===== config.mk =====
export PLATFORM = sky130hd
export DESIGN_NAME = regex_infix_to_postfix
export DESIGN_NICKNAME = d
export VERILOG_FILES = /design/src/sv/ritp_pkg.sv /design/src/sv/ritp_conv.sv /design/src/sv/ritp_rqueue.sv /design/src/sv/regex_infix_to_postfix.sv
export VERILOG_INCLUDE_DIRS = /design/src /design/src/sv
export SDC_FILE = /design/constraint.sdc
export NUM_CORES = 1
export LEC_CHECK = 0
export ABC_AREA = 0
export BUFFER_PORTS_ARGS = -buffer_cell sky130_fd_sc_hd__buf_2
export CAP_MARGIN = 15
export CORE_MARGIN = 8
export CORE_UTILIZATION = 40
export CTS_CLUSTER_DIAMETER = 150
export DETAILED_ROUTE_END_ITERATION = 10
export GPL_ROUTABILITY_DRIVEN = 0
export GPL_TIMING_DRIVEN = 0
export MAX_ROUTING_LAYER = met4
export PLACE_DENSITY_LB_ADDON = 0.25
export SKIP_CTS_REPAIR_TIMING = 1
export SYNTH_ARGS = -nofsm -noshare
export SYNTH_HDL_FRONTEND = slang
export SYNTH_SLANG_ARGS = --single-unit

===== constraint.sdc =====
create_clock -name clk -period 4.55 [get_ports clk]
set_input_delay 0.2275 -clock clk [delete_from_list [all_inputs] [get_ports clk]]
set_output_delay 0.2275 -clock clk [all_outputs]
set_load 0.03 [all_outputs]

===== src/sv/regex_infix_to_postfix_assert.svh =====
// Assertion macros for the infix-to-postfix regex converter.
// Users must have clk and rst_n in scope; no other dependencies.
`ifndef REGEX_INFIX_TO_POSTFIX_ASSERT_SVH
`define REGEX_INFIX_TO_POSTFIX_ASSERT_SVH

// Same-cycle implication, checked out of reset.
`define RITP_ASSERT_NOW(lbl, ante, cons, msg) \
  lbl: assert property (@(posedge clk) disable iff (!rst_n) (ante) |-> (cons)) \
    else $error(msg);

// Next-cycle implication, checked out of reset.
`define RITP_ASSERT_NEXT(lbl, ante, cons, msg) \
  lbl: assert property (@(posedge clk) disable iff (!rst_n) (ante) |=> (cons)) \
    else $error(msg);

`endif


===== src/sv/ritp_pkg.sv =====
// Shared types and character constants for the regex infix-to-postfix converter.
// No dependencies.
package ritp_pkg;

  localparam logic [7:0] CH_NL    = 8'd10;
  localparam logic [7:0] CH_STAR  = 8'h2A;
  localparam logic [7:0] CH_PLUS  = 8'h2B;
  localparam logic [7:0] CH_DOT   = 8'h2E;
  localparam logic [7:0] CH_SLASH = 8'h2F;
  localparam logic [7:0] CH_LPAR  = 8'h28;
  localparam logic [7:0] CH_RPAR  = 8'h29;

  // Results one token can cause at most, and result queue depth.
  localparam int unsigned RUN_MAX  = 4;
  localparam int unsigned RQ_DEPTH = 8;

  typedef enum logic [2:0] {
    ERR_NONE    = 3'd0,
    ERR_ILLEGAL = 3'd1,
    ERR_CLOSE   = 3'd2,
    ERR_NEWLINE = 3'd3,
    ERR_DEEP    = 3'd4
  } err_t;

  // Results caused by one accepted token, first result in slot 0.
  typedef struct packed {
    logic [2:0]       count;
    logic [3:0][7:0]  chars;
    err_t [3:0]       errs;
  } run_t;

  typedef struct packed {
    logic discarding;
    logic stack_top_pending;
  } conv_status_t;

endpackage


===== src/sv/ritp_conv.sv =====
// Converter core: line state flags, top-of-stack register and the frame memory.
// Depends on ritp_pkg.
module ritp_conv #(
  parameter int unsigned MAX_NEST = 16
) (
  input  logic                  clk,
  input  logic                  rst_n,
  input  logic                  tok_fire,
  input  logic [7:0]            tok_char,
  output ritp_pkg::run_t        run,
  output ritp_pkg::conv_status_t status,
  output logic [$clog2(MAX_NEST+1)-1:0] depth
);

  localparam int unsigned DW = $clog2(MAX_NEST + 1);
  localparam int unsigned AW = (MAX_NEST > 1) ? $clog2(MAX_NEST) : 1;

  logic [DW-1:0] depth_r, depth_nxt;
  logic          hpf_r, hpf_nxt;
  logic          up_r, up_nxt;
  logic          oc_r, oc_nxt;
  logic          disc_r, disc_nxt;
  // The top frame lives in top_r, or in rd_data_r right after a pop.
  logic [1:0]    top_r, top_nxt;
  logic          top_mem_r, top_mem_nxt;
  logic [1:0]    rd_data_r;
  logic [1:0]    top_eff;
  logic [1:0]    stack_mem [MAX_NEST];

  logic          wr_en, rd_en;
  logic [AW-1:0] wr_addr, rd_addr;
  logic [1:0]    wr_data;
  logic [2:0]    n;
  ritp_pkg::run_t r;
  logic          is_atom;

  assign top_eff = top_mem_r ? rd_data_r : top_r;
  assign is_atom = (tok_char == ritp_pkg::CH_SLASH) ||
                   (tok_char inside {[8'h30:8'h39]}) ||
                   (tok_char inside {[8'h61:8'h7A]});

  always_comb begin
    depth_nxt   = depth_r;
    hpf_nxt     = hpf_r;
    up_nxt      = up_r;
    oc_nxt      = oc_r;
    disc_nxt    = disc_r;
    top_nxt     = top_r;
    top_mem_nxt = top_mem_r;
    wr_en       = 1'b0;
    rd_en       = 1'b0;
    wr_addr     = AW'(depth_r - 1'b1);
    rd_addr     = AW'(depth_r - 2'd2);
    wr_data     = top_eff;
    n           = 3'd0;
    r           = '0;

    if (disc_r) begin
      if (tok_char == ritp_pkg::CH_NL) begin
        disc_nxt  = 1'b0;
        depth_nxt = '0;
        hpf_nxt   = 1'b0;
        up_nxt    = 1'b0;
        oc_nxt    = 1'b0;
      end
    end else if (tok_char == ritp_pkg::CH_STAR) begin
      if (oc_r) begin
        r.chars[n[1:0]] = ritp_pkg::CH_STAR;
        n = n + 3'd1;
      end else begin
        r.errs[n[1:0]] = ritp_pkg::ERR_ILLEGAL;
        n = n + 3'd1;
        depth_nxt = '0; hpf_nxt = 1'b0; up_nxt = 1'b0; oc_nxt = 1'b0;
        disc_nxt  = 1'b1;
      end
    end else if (tok_char == ritp_pkg::CH_PLUS) begin
      if (!oc_r) begin
        r.errs[n[1:0]] = ritp_pkg::ERR_ILLEGAL;
        n = n + 3'd1;
        depth_nxt = '0; hpf_nxt = 1'b0; up_nxt = 1'b0; oc_nxt = 1'b0;
        disc_nxt  = 1'b1;
      end else begin
        if (hpf_r) begin
          r.chars[n[1:0]] = ritp_pkg::CH_DOT;
          n = n + 3'd1;
        end
        if (up_r) begin
          r.chars[n[1:0]] = ritp_pkg::CH_PLUS;
          n = n + 3'd1;
        end
        up_nxt  = 1'b1;
        hpf_nxt = 1'b0;
        oc_nxt  = 1'b0;
      end
    end else if (tok_char == ritp_pkg::CH_RPAR) begin
      if (!oc_r) begin
        r.errs[n[1:0]] = ritp_pkg::ERR_ILLEGAL;
        n = n + 3'd1;
        depth_nxt = '0; hpf_nxt = 1'b0; up_nxt = 1'b0; oc_nxt = 1'b0;
        disc_nxt  = 1'b1;
      end else begin
        if (hpf_r) begin
          r.chars[n[1:0]] = ritp_pkg::CH_DOT;
          n = n + 3'd1;
        end
        if (up_r) begin
          r.chars[n[1:0]] = ritp_pkg::CH_PLUS;
          n = n + 3'd1;
        end
        if (depth_r != '0) begin
          depth_nxt = depth_r - 1'b1;
          hpf_nxt   = top_eff[0];
          up_nxt    = top_eff[1];
          oc_nxt    = 1'b1;
          // Fetch the frame below so it is ready as the next top.
          if (depth_r > DW'(1)) begin
            rd_en       = 1'b1;
            top_mem_nxt = 1'b1;
          end
        end else begin
          // A close with nothing open ends the line, then reports the error.
          r.chars[n[1:0]] = ritp_pkg::CH_NL;
          n = n + 3'd1;
          r.errs[n[1:0]] = ritp_pkg::ERR_NEWLINE;
          n = n + 3'd1;
          depth_nxt = '0; hpf_nxt = 1'b0; up_nxt = 1'b0; oc_nxt = 1'b0;
          disc_nxt  = 1'b1;
        end
      end
    end else if (tok_char == ritp_pkg::CH_NL) begin
      if (!oc_r) begin
        if (depth_r != '0 || up_r || hpf_r) begin
          r.errs[n[1:0]] = ritp_pkg::ERR_ILLEGAL;
          n = n + 3'd1;
          depth_nxt = '0; hpf_nxt = 1'b0; up_nxt = 1'b0; oc_nxt = 1'b0;
        end
      end else begin
        if (hpf_r) begin
          r.chars[n[1:0]] = ritp_pkg::CH_DOT;
          n = n + 3'd1;
        end
        if (up_r) begin
          r.chars[n[1:0]] = ritp_pkg::CH_PLUS;
          n = n + 3'd1;
        end
        if (depth_r != '0) begin
          r.errs[n[1:0]] = ritp_pkg::ERR_CLOSE;
          n = n + 3'd1;
        end else begin
          r.chars[n[1:0]] = ritp_pkg::CH_NL;
          n = n + 3'd1;
        end
        depth_nxt = '0; hpf_nxt = 1'b0; up_nxt = 1'b0; oc_nxt = 1'b0;
      end
    end else if (is_atom || tok_char == ritp_pkg::CH_LPAR) begin
      if (oc_r) begin
        if (hpf_r) begin
          r.chars[n[1:0]] = ritp_pkg::CH_DOT;
          n = n + 3'd1;
        end
        hpf_nxt = 1'b1;
      end
      if (tok_char != ritp_pkg::CH_LPAR) begin
        r.chars[n[1:0]] = tok_char;
        n = n + 3'd1;
        oc_nxt = 1'b1;
      end else if (depth_r >= DW'(MAX_NEST)) begin
        r.errs[n[1:0]] = ritp_pkg::ERR_DEEP;
        n = n + 3'd1;
        depth_nxt = '0; hpf_nxt = 1'b0; up_nxt = 1'b0; oc_nxt = 1'b0;
        disc_nxt  = 1'b1;
      end else begin
        // The old top spills to memory; the new frame becomes the top.
        wr_en       = (depth_r != '0);
        top_nxt     = {up_r, hpf_nxt};
        top_mem_nxt = 1'b0;
        depth_nxt   = depth_r + 1'b1;
        hpf_nxt     = 1'b0;
        up_nxt      = 1'b0;
        oc_nxt      = 1'b0;
      end
    end else begin
      if (oc_r && hpf_r) begin
        r.chars[n[1:0]] = ritp_pkg::CH_DOT;
        n = n + 3'd1;
      end
      r.errs[n[1:0]] = ritp_pkg::ERR_ILLEGAL;
      n = n + 3'd1;
      depth_nxt = '0; hpf_nxt = 1'b0; up_nxt = 1'b0; oc_nxt = 1'b0;
      disc_nxt  = 1'b1;
    end

    r.count = tok_fire ? n : 3'd0;
  end

  always_ff @(posedge clk) begin
    if (!rst_n) begin
      depth_r   <= '0;
      hpf_r     <= 1'b0;
      up_r      <= 1'b0;
      oc_r      <= 1'b0;
      disc_r    <= 1'b0;
      top_mem_r <= 1'b0;
    end else if (tok_fire) begin
      depth_r   <= depth_nxt;
      hpf_r     <= hpf_nxt;
      up_r      <= up_nxt;
      oc_r      <= oc_nxt;
      disc_r    <= disc_nxt;
      top_mem_r <= top_mem_nxt;
    end
  end

  always_ff @(posedge clk) begin
    if (tok_fire) begin
      top_r <= top_nxt;
    end
  end

  always_ff @(posedge clk) begin
    if (tok_fire && wr_en) begin
      stack_mem[wr_addr] <= wr_data;
    end
    if (tok_fire && rd_en) begin
      rd_data_r <= stack_mem[rd_addr];
    end
  end

  assign run                      = r;
  assign status.discarding        = disc_r;
  assign status.stack_top_pending = top_mem_r;
  assign depth                    = depth_r;

endmodule


===== src/sv/ritp_rqueue.sv =====
// Result queue: takes up to four results per cycle, hands out one per beat.
// Depends on ritp_pkg.
module ritp_rqueue (
  input  logic           clk,
  input  logic           rst_n,
  input  ritp_pkg::run_t run,
  output logic           space_ok,
  output logic           q_valid,
  input  logic           q_ready,
  output logic [7:0]     q_char,
  output logic [2:0]     q_err,
  output logic           q_last,
  output logic [3:0]     q_count
);

  localparam int unsigned PW = $clog2(ritp_pkg::RQ_DEPTH);
  localparam int unsigned CW = $clog2(ritp_pkg::RQ_DEPTH + 1);

  logic [11:0]   q_mem [ritp_pkg::RQ_DEPTH];
  logic [PW-1:0] wr_ptr_r, wr_ptr_nxt;
  logic [PW-1:0] rd_ptr_r, rd_ptr_nxt;
  logic [CW-1:0] count_r, count_nxt;
  logic          pop;

  assign pop      = q_valid && q_ready;
  assign q_valid  = (count_r != '0);
  assign space_ok = (count_r <= CW'(ritp_pkg::RQ_DEPTH - ritp_pkg::RUN_MAX));

  always_comb begin
    wr_ptr_nxt = wr_ptr_r + PW'(run.count);
    rd_ptr_nxt = rd_ptr_r + PW'(pop);
    count_nxt  = count_r + CW'(run.count) - CW'(pop);
  end

  always_ff @(posedge clk) begin
    if (!rst_n) begin
      wr_ptr_r <= '0;
      rd_ptr_r <= '0;
      count_r  <= '0;
    end else begin
      wr_ptr_r <= wr_ptr_nxt;
      rd_ptr_r <= rd_ptr_nxt;
      count_r  <= count_nxt;
    end
  end

  always_ff @(posedge clk) begin
    for (int i = 0; i < ritp_pkg::RUN_MAX; i++) begin
      if (3'(i) < run.count) begin
        q_mem[wr_ptr_r + PW'(i)] <= {(3'(i) == run.count - 3'd1), run.errs[i], run.chars[i]};
      end
    end
  end

  assign q_char  = q_mem[rd_ptr_r][7:0];
  assign q_err   = q_mem[rd_ptr_r][10:8];
  assign q_last  = q_mem[rd_ptr_r][11];
  assign q_count = 4'(count_r);

endmodule


===== src/sv/regex_infix_to_postfix.sv =====
// Channel   Dir  tdata                 tuser             tlast
// in_       in   [7:0] token_char      -                 -
// out_      out  [7:0] out_char        [2:0] error_kind  last_of_run
//
// A token is taken each cycle while the result queue has room; tokens follow back to back.
// A token causes zero to four results; the output sends one result per beat,
// so input stalls only while more than four results wait in the result queue.
// A pop of the frame memory is ready for the next token through forwarding.
// Reset is synchronous and needs no clearing pass; the frame memory is not reset.
// Depends on ritp_pkg, ritp_conv, ritp_rqueue and the assertion header.
`include "regex_infix_to_postfix_assert.svh"

module regex_infix_to_postfix #(
  parameter int unsigned MAX_NEST = 16
) (
  input  logic        clk,
  input  logic        rst_n,
  input  logic        in_tvalid,
  output logic        in_tready,
  input  logic [7:0]  in_tdata,   // [7:0] token_char
  output logic        out_tvalid,
  input  logic        out_tready,
  output logic [7:0]  out_tdata,  // [7:0] out_char
  output logic [2:0]  out_tuser,  // [2:0] error_kind
  output logic        out_tlast
);

  logic                          in_fire;
  logic                          space_ok;
  ritp_pkg::run_t                run;
  ritp_pkg::conv_status_t        status;
  logic [$clog2(MAX_NEST+1)-1:0] depth;
  logic [7:0]                    q_char;
  logic [2:0]                    q_err;
  logic [3:0]                    q_count;
  logic                          nl_fire;
  logic                          skip_fire;

  assign in_tready = space_ok;
  assign in_fire   = in_tvalid && in_tready;

  ritp_conv #(.MAX_NEST(MAX_NEST)) u_conv (
    .clk      (clk),
    .rst_n    (rst_n),
    .tok_fire (in_fire),
    .tok_char (in_tdata),
    .run      (run),
    .status   (status),
    .depth    (depth)
  );

  ritp_rqueue u_rqueue (
    .clk      (clk),
    .rst_n    (rst_n),
    .run      (run),
    .space_ok (space_ok),
    .q_valid  (out_tvalid),
    .q_ready  (out_tready),
    .q_char   (q_char),
    .q_err    (q_err),
    .q_last   (out_tlast),
    .q_count  (q_count)
  );

  assign out_tdata = q_char;
  assign out_tuser = q_err;

  assign nl_fire   = in_fire && (in_tdata == ritp_pkg::CH_NL);
  assign skip_fire = in_fire && status.discarding;

  `RITP_ASSERT_NOW(a_queue_room, in_fire, q_count <= 4'd4, "result queue overrun")
  `RITP_ASSERT_NEXT(a_nl_ends_discard, nl_fire, !status.discarding, "newline kept discarding")
  `RITP_ASSERT_NOW(a_depth_bound, 1'b1, depth <= MAX_NEST, "nesting depth past limit")
  `RITP_ASSERT_NOW(a_discard_quiet, skip_fire, run.count == 3'd0, "skipped token gave results")

endmodule

; Word-level counts from Yosys, hierarchy flattened
; Memory sizes are Yosys's and may differ from the RTL's. A register that Yosys moved wholly into a read port is not among the register bits.
; Index checks and enable logic that the tools add are counted.
[op_classes]
add_sub_neg = 19
order_cmp = 27
n_eq_ne = 20
mux = 232
n_bitwise = 22
reduce_logical = 30
[ops]
columns = cell, n
row1 = 32-bit two-way mux, 18
row2 = 8-bit two-way mux, 27
row3 = 3-bit two-way mux, 62
row4 = 44-bit two-way mux, 4
row5 = 8-bit demux with 2-bit select, 6
row6 = 1-bit two-way mux, 82
row7 = 41-bit two-way mux, 2
row8 = 5-bit two-way mux, 14
row9 = 24-bit AND, 2
row10 = 4-bit by 16-bit AND with 16-bit output, 3
row11 = 24-bit two-way mux, 2
row12 = 16-bit NOT, 3
row13 = 24-bit NOT, 2
row14 = 4-bit by 16-bit OR with 16-bit output, 3
row15 = "8-bit by 6-bit == test with 1-bit output, second input constant", 5
row16 = 32-bit bitwise mux, 1
row17 = "3-bit by 1-bit adder with 3-bit output, second input constant", 9
row18 = 3-bit demux with 2-bit select, 4
row19 = "2-bit by 3-bit < comparator with 1-bit output, second input constant", 8
row20 = 12-bit two-way mux, 2
row21 = 20-bit two-way mux, 1
row22 = 6-bit two-way mux, 3
row23 = 9-bit two-way mux, 2
row24 = "2-bit by 1-bit greater-or-equal comparator with 1-bit output, second input constant", 8
row25 = other kinds (42), 77
[word_totals]
regBits = 22
ram_bits = 128
in_bits = 12
out_inout_bits = 14
wordCells = 362
n_memories = 2
[mem_list]
columns = memory, words, word_bits, rd, rd_ports_with_merged_regs, write_ports, line_no
row1 = u_rqueue.q_mem, 8, 12, 1, 1, 4, ritp_rqueue.sv:19  ; logic [11:0] q_mem [ritp_pkg::RQ_DEPTH];
row2 = u_conv.stack_mem, 16, 2, 1, 1, 1, ritp_conv.sv:28  ; logic [1:0] stack_mem [MAX_NEST];

; Depth between registers and ports, before layout
[depth]
ltp_word = 28
ltp_mapped = 17
ltp_nobuf = 15

; By module
; A second synthesis with hierarchy kept.
[unflattened]
cells_unflattened = 1024
area_unflattened_um2 = 10646.5
[by_module_without_submodules]
columns = module, n_inst, cells_each, area_per_inst_um2, seq_area_each_um2
row1 = ritp_rqueue, 1, 647, 7205.7, 3083.0
row2 = ritp_conv, 1, 376, 3434.5, 1281.2
row3 = regex_infix_to_postfix, 1, 1, 6.3, 0.0

; Least setup slack after synthesis
; Ideal clock, no wire load.
[synth_timing]
kind = reg2reg
startpoint = reg u_conv.depth_r[0] (netlist: u_conv.depth[0])
endpoint = reg u_rqueue.count_r[3] (netlist: u_rqueue.q_count[3])
setup_ns = 0.115
arrival_time_ns = 3.564
t_required_ns = 4.435
path_slack_ns = 0.871
path_stages_with_launch = 18
n_path_buf = 3
path_cell_list = dfxtp_1 clkbuf_1 inv_1 ha_1 or4b_1 buf_2 nand3_1 o311ai_2 o2111a_1 a31oi_4 buf_4 ha_1 inv_1 ha_1 a21o_1 a21oi_1 xnor2_1 and2_1
[synth_between]
elab_chain_cells = 13
elab_cells_between_ends = 19
cone_classes = 2 x add/sub / 1 x order compare / 13 x mux / 3 x reduce/logical
[synth_lines]
columns = item, line_no
row1 = from (decl), ritp_conv.sv:18  ; logic [DW-1:0] depth_r, depth_nxt;
row2 = from (signal assigned), ritp_conv.sv:205  ; depth_r <= depth_nxt;
row3 = branches (longest 6 deep; another with 5-bit greater-or-equal comparator), n/a
row4 = 3-bit two-way mux (*), ritp_conv.sv:95  ; end else if (tok_char == ritp_pkg::CH_RPAR) begin
row5 = 3-bit two-way mux (*), ritp_conv.sv:76  ; end else if (tok_char == ritp_pkg::CH_PLUS) begin
row6 = 3-bit two-way mux (*), ritp_conv.sv:66  ; end else if (tok_char == ritp_pkg::CH_STAR) begin
row7 = 3-bit two-way mux (*), ritp_conv.sv:58  ; if (disc_r) begin
row8 = 3-bit two-way mux (*), ritp_conv.sv:193  ; r.count = tok_fire ? n : 3'd0;
row9 = 4-bit by 3-bit adder with 4-bit output (*), ritp_rqueue.sv:32  ; count_nxt = count_r + CW'(run.count) - CW'(pop);
row10 = 4-bit by 1-bit subtractor with 4-bit output (*), ritp_rqueue.sv:32
row11 = to (signal assigned), ritp_rqueue.sv:43  ; count_r <= count_nxt;
row12 = to (decl), ritp_rqueue.sv:22  ; logic [CW-1:0] count_r, count_nxt;
; Mark *: on every way between the ends.
; A chain may end at the register's enable or synchronous reset.

==> reports/results.tsv <==
metric	value	unit
post-DP HPWL	22.23	mm
standard-cell row count	57	
port bufs	20	
post-synth top area share	37.39	%
ys flop type	edfxtp_1	
Die Span Y	173.8	um
DR iter-0 viols	1079	
worst path required time	4.62	ns
Hold/Removal Path Class	input pin to register	
max cap viols	0	
CTS Buf Count	17	
DR WL/cell	23.01	um
Netlist cell types	99	
FMAX	226.1	MHz
Worst-Margin Slew	1.254	ns
end point of the critical path	u_rqueue.q_mem[3][1]$_DFFE_PP_	
setup TNS	0	ns
Hold WS	0.2163	ns
Mapped Area	0.009960	sq mm
Final period util	97.21	%
clock-pin slew on the worst setup and hold paths	0.07	ns
syn avg cell area	10.60	sq um
P_leak	3.880	nW
first-pass GRT wire length	47.11	mm
Max Buffers Root-to-Sink	2	
P&R area growth vs syn	11.90	%
vias post-DR	8240	
final setup vio count	0	
fin nets	1029	
vias in the first global route	7954	
DRC Markers	0	
status	completed	
Setup CP Type	register to register	
reg2reg path depth	11	
Clk Tree Root Cell	clkbuf_16	
global route overflow	0	
post-synthesis sequential area ratio	43.02	%
Skew-Pair Late Insertion Delay	0.44	ns
Reg area	0.004284	sq mm
RSZ-0062 raised after global routing	no	
largest net degree at the start of global routing	19	
Post-synth top cells	edfxtp_1 (124), nand2_1 (89), nor2_1 (79), a21oi_1 (61), o21ai_0 (43)	
final hold violations	0	
cell taking the most area after synthesis	edfxtp_1	
most numerous cell in the Yosys netlist	edfxtp_1	
CP Launch Type	register	
Starting Density	40.83	%
H-tree depth	4	
worst vdd ir	0.0002496	V
initial antenna violation count	0	
area of the multi-input gates	0.005300	sq mm
Final Skew	0.01122	ns
nature of the critical path endpoint	register	
Seq cells post-synth	152	
Synth area leaders	edfxtp_1 (37%), mux4_2 (7.7%), dfxtp_1 (5.6%)	
Std-Cell Core Area	0.02439	sq mm
reg2reg start	u_conv.oc_r$_SDFFE_PN0P_	
n_diodes	0	
Die W	173.8	um
relative slew slack	15.79	%
Async SR Flop Fraction	0	%
clk sinks	152	
DR pass1 iterations	6	
synthesized instance count	940	
Reg-to-Reg End	u_rqueue.q_mem[3][1]$_DFFE_PP_	
Fill cells	2312	
Ys Warns	0	
Via-to-Cell Ratio	6.214	
Post-DRT Antenna Nets	0	
number of synthesized flops with an enable pin	124	
Total GRT Usage	20.35	%
fin. max-slew vios	0	
layout cells sized above 1	19.46	%
die area	0.03020	sq mm
PwrDens	389.7	mW/mm^2
TritonCTS clock tree	built	
Tmin final	4.423	ns
worst reg2reg setup slack	0.13	ns
Ports	26	
Critical Path AT	4.50	ns
CP startpoint	u_conv.oc_r$_SDFFE_PN0P_	
Routed WL	30.51	mm
CP Max Fanout	11	
## stage by stage
stage               setup WS (ns)  cell area [sq um]  util (%)  power, mW  instances
floorplan                  0.8707               9986         -      2.570        947
global placement          -0.1292              10490     43.01      2.910       1291
detailed placement        -0.1563              10490     43.01      2.917       1291
CTS                       -0.2109              11090     45.48      4.336       1323
global route              0.01180              11140     45.69      4.506       1326
finish                     0.1272              11140     45.69      4.343       1326
## how the worst min path moves through the flow
| stage | from | end | slack, ns | cells after the start |
|---|---|---|---|---|
| 3_3_place_gp | u_rqueue.q_mem[7][10]$_SDFFE_PP0P_ | u_rqueue.q_mem[7][10]$_SDFFE_PP0P_ | 0.45 | 2 |
| 5_1_grt | rst_n | u_conv.top_mem_r$_SDFFE_PN0P_ | 0.26 | 2 |
| 4_1_cts | rst_n | u_conv.top_mem_r$_SDFFE_PN0P_ | 0.23 | 2 |
| 3_5_place_dp | u_rqueue.q_mem[7][10]$_SDFFE_PP0P_ | u_rqueue.q_mem[7][10]$_SDFFE_PP0P_ | 0.47 | 2 |
| 6_report | rst_n | u_conv.top_mem_r$_SDFFE_PN0P_ | 0.22 | 2 |
| 2_1_floorplan | u_rqueue.q_mem[7][10]$_SDFFE_PP0P_ | u_rqueue.q_mem[7][10]$_SDFFE_PP0P_ | 0.43 | 2 |
## registers in the layout (all words and copies together), names as in the netlist
name and cells:
u_conv.depth 5, u_rqueue.rd_ptr_r 3, u_conv.top_mem_r 1, u_rqueue.q_mem 96
u_conv.disc_r 1, u_conv.up_r 1, u_rqueue.wr_ptr_r 3, u_conv.top_r 2
u_conv.oc_r 1, u_conv.hpf_r 1, u_conv.rd_data_r 2, u_conv.stack_mem 32
u_rqueue.q_count 4
## critical path, cell delays in order (launching register included)
cell and delay [ns]:
dfxtp_1 0.31, clkbuf_1 0.29, nand2_1 0.29, inv_1 0.22
ha_1 0.37, or2_2 0.17, a21oi_1 0.06, o32ai_1 0.53
o2111ai_2 0.60, a211oi_2 0.67, a21oi_1 0.09, nand2_1 0.46
## metal layers
metal,part of all wire (%),vias to the layer above,GRT usage [%]
li1,-,3684,-
met1,43,4015,26.29
met2,45,448,31.10
met3,9.0,93,4.661
met4,3.1,0,6.876
met5,0,-,-
## power by group
part           total, mW  internal [mW]  switching (mW)
clock               1.43          0.743           0.691
combinational       1.29          0.452           0.838
sequential          1.62           1.59          0.0309
## cells by family (layout without fill, tap and decap cells)
kind of cell	after synthesis	after routing	synth area share, %
AND/OR/NAND/NOR	328	328	16.60
AO/OA/AOI/OAI	235	235	17.31
flip-flops	152	152	43.02
multiplexers	92	92	13.87
buffers and inverters	89	144	4.183
adder cells (fa/ha/maj)	28	28	3.668
XOR/XNOR	15	15	1.319
other	1	8	0.03765
## final cells by class
type                       instances  area share (%)
clock buffer                      17           3.817
clock inverter                    15           1.572
tap                              324           3.638
multi-input combinational        706           47.56
inverter                          26          0.8757
buffer                            63           2.885
timing repair buffer              23           1.213
sequential                       152           38.44
## cells in the final DEF (no fill, tap or decap), types with 6 or more instances in the layout
cell type	count
edfxtp_1	124
o31ai_1	8
or3_1	7
nor2_1	78
mux4_2	34
xnor2_1	7
nand2_1	87
a21oi_1	61
a21boi_0	6
nand3_1	32
ha_1	26
and2_1	16
buf_6	7
clkbuf_16	17
a31oi_1	14
a221oi_1	9
inv_1	22
mux2i_1	30
dfxtp_1	28
and3_1	9
inv_8	6
o21ai_0	43
conb_1	8
o21ai_1	12
nor2b_1	9
buf_2	33
a21o_1	7
nor3_1	33
xor2_1	8
buf_1	9
clkbuf_1	27
nand4_1	8
mux2_2	26
No activity file was read; power rests on OpenSTA's default activity.
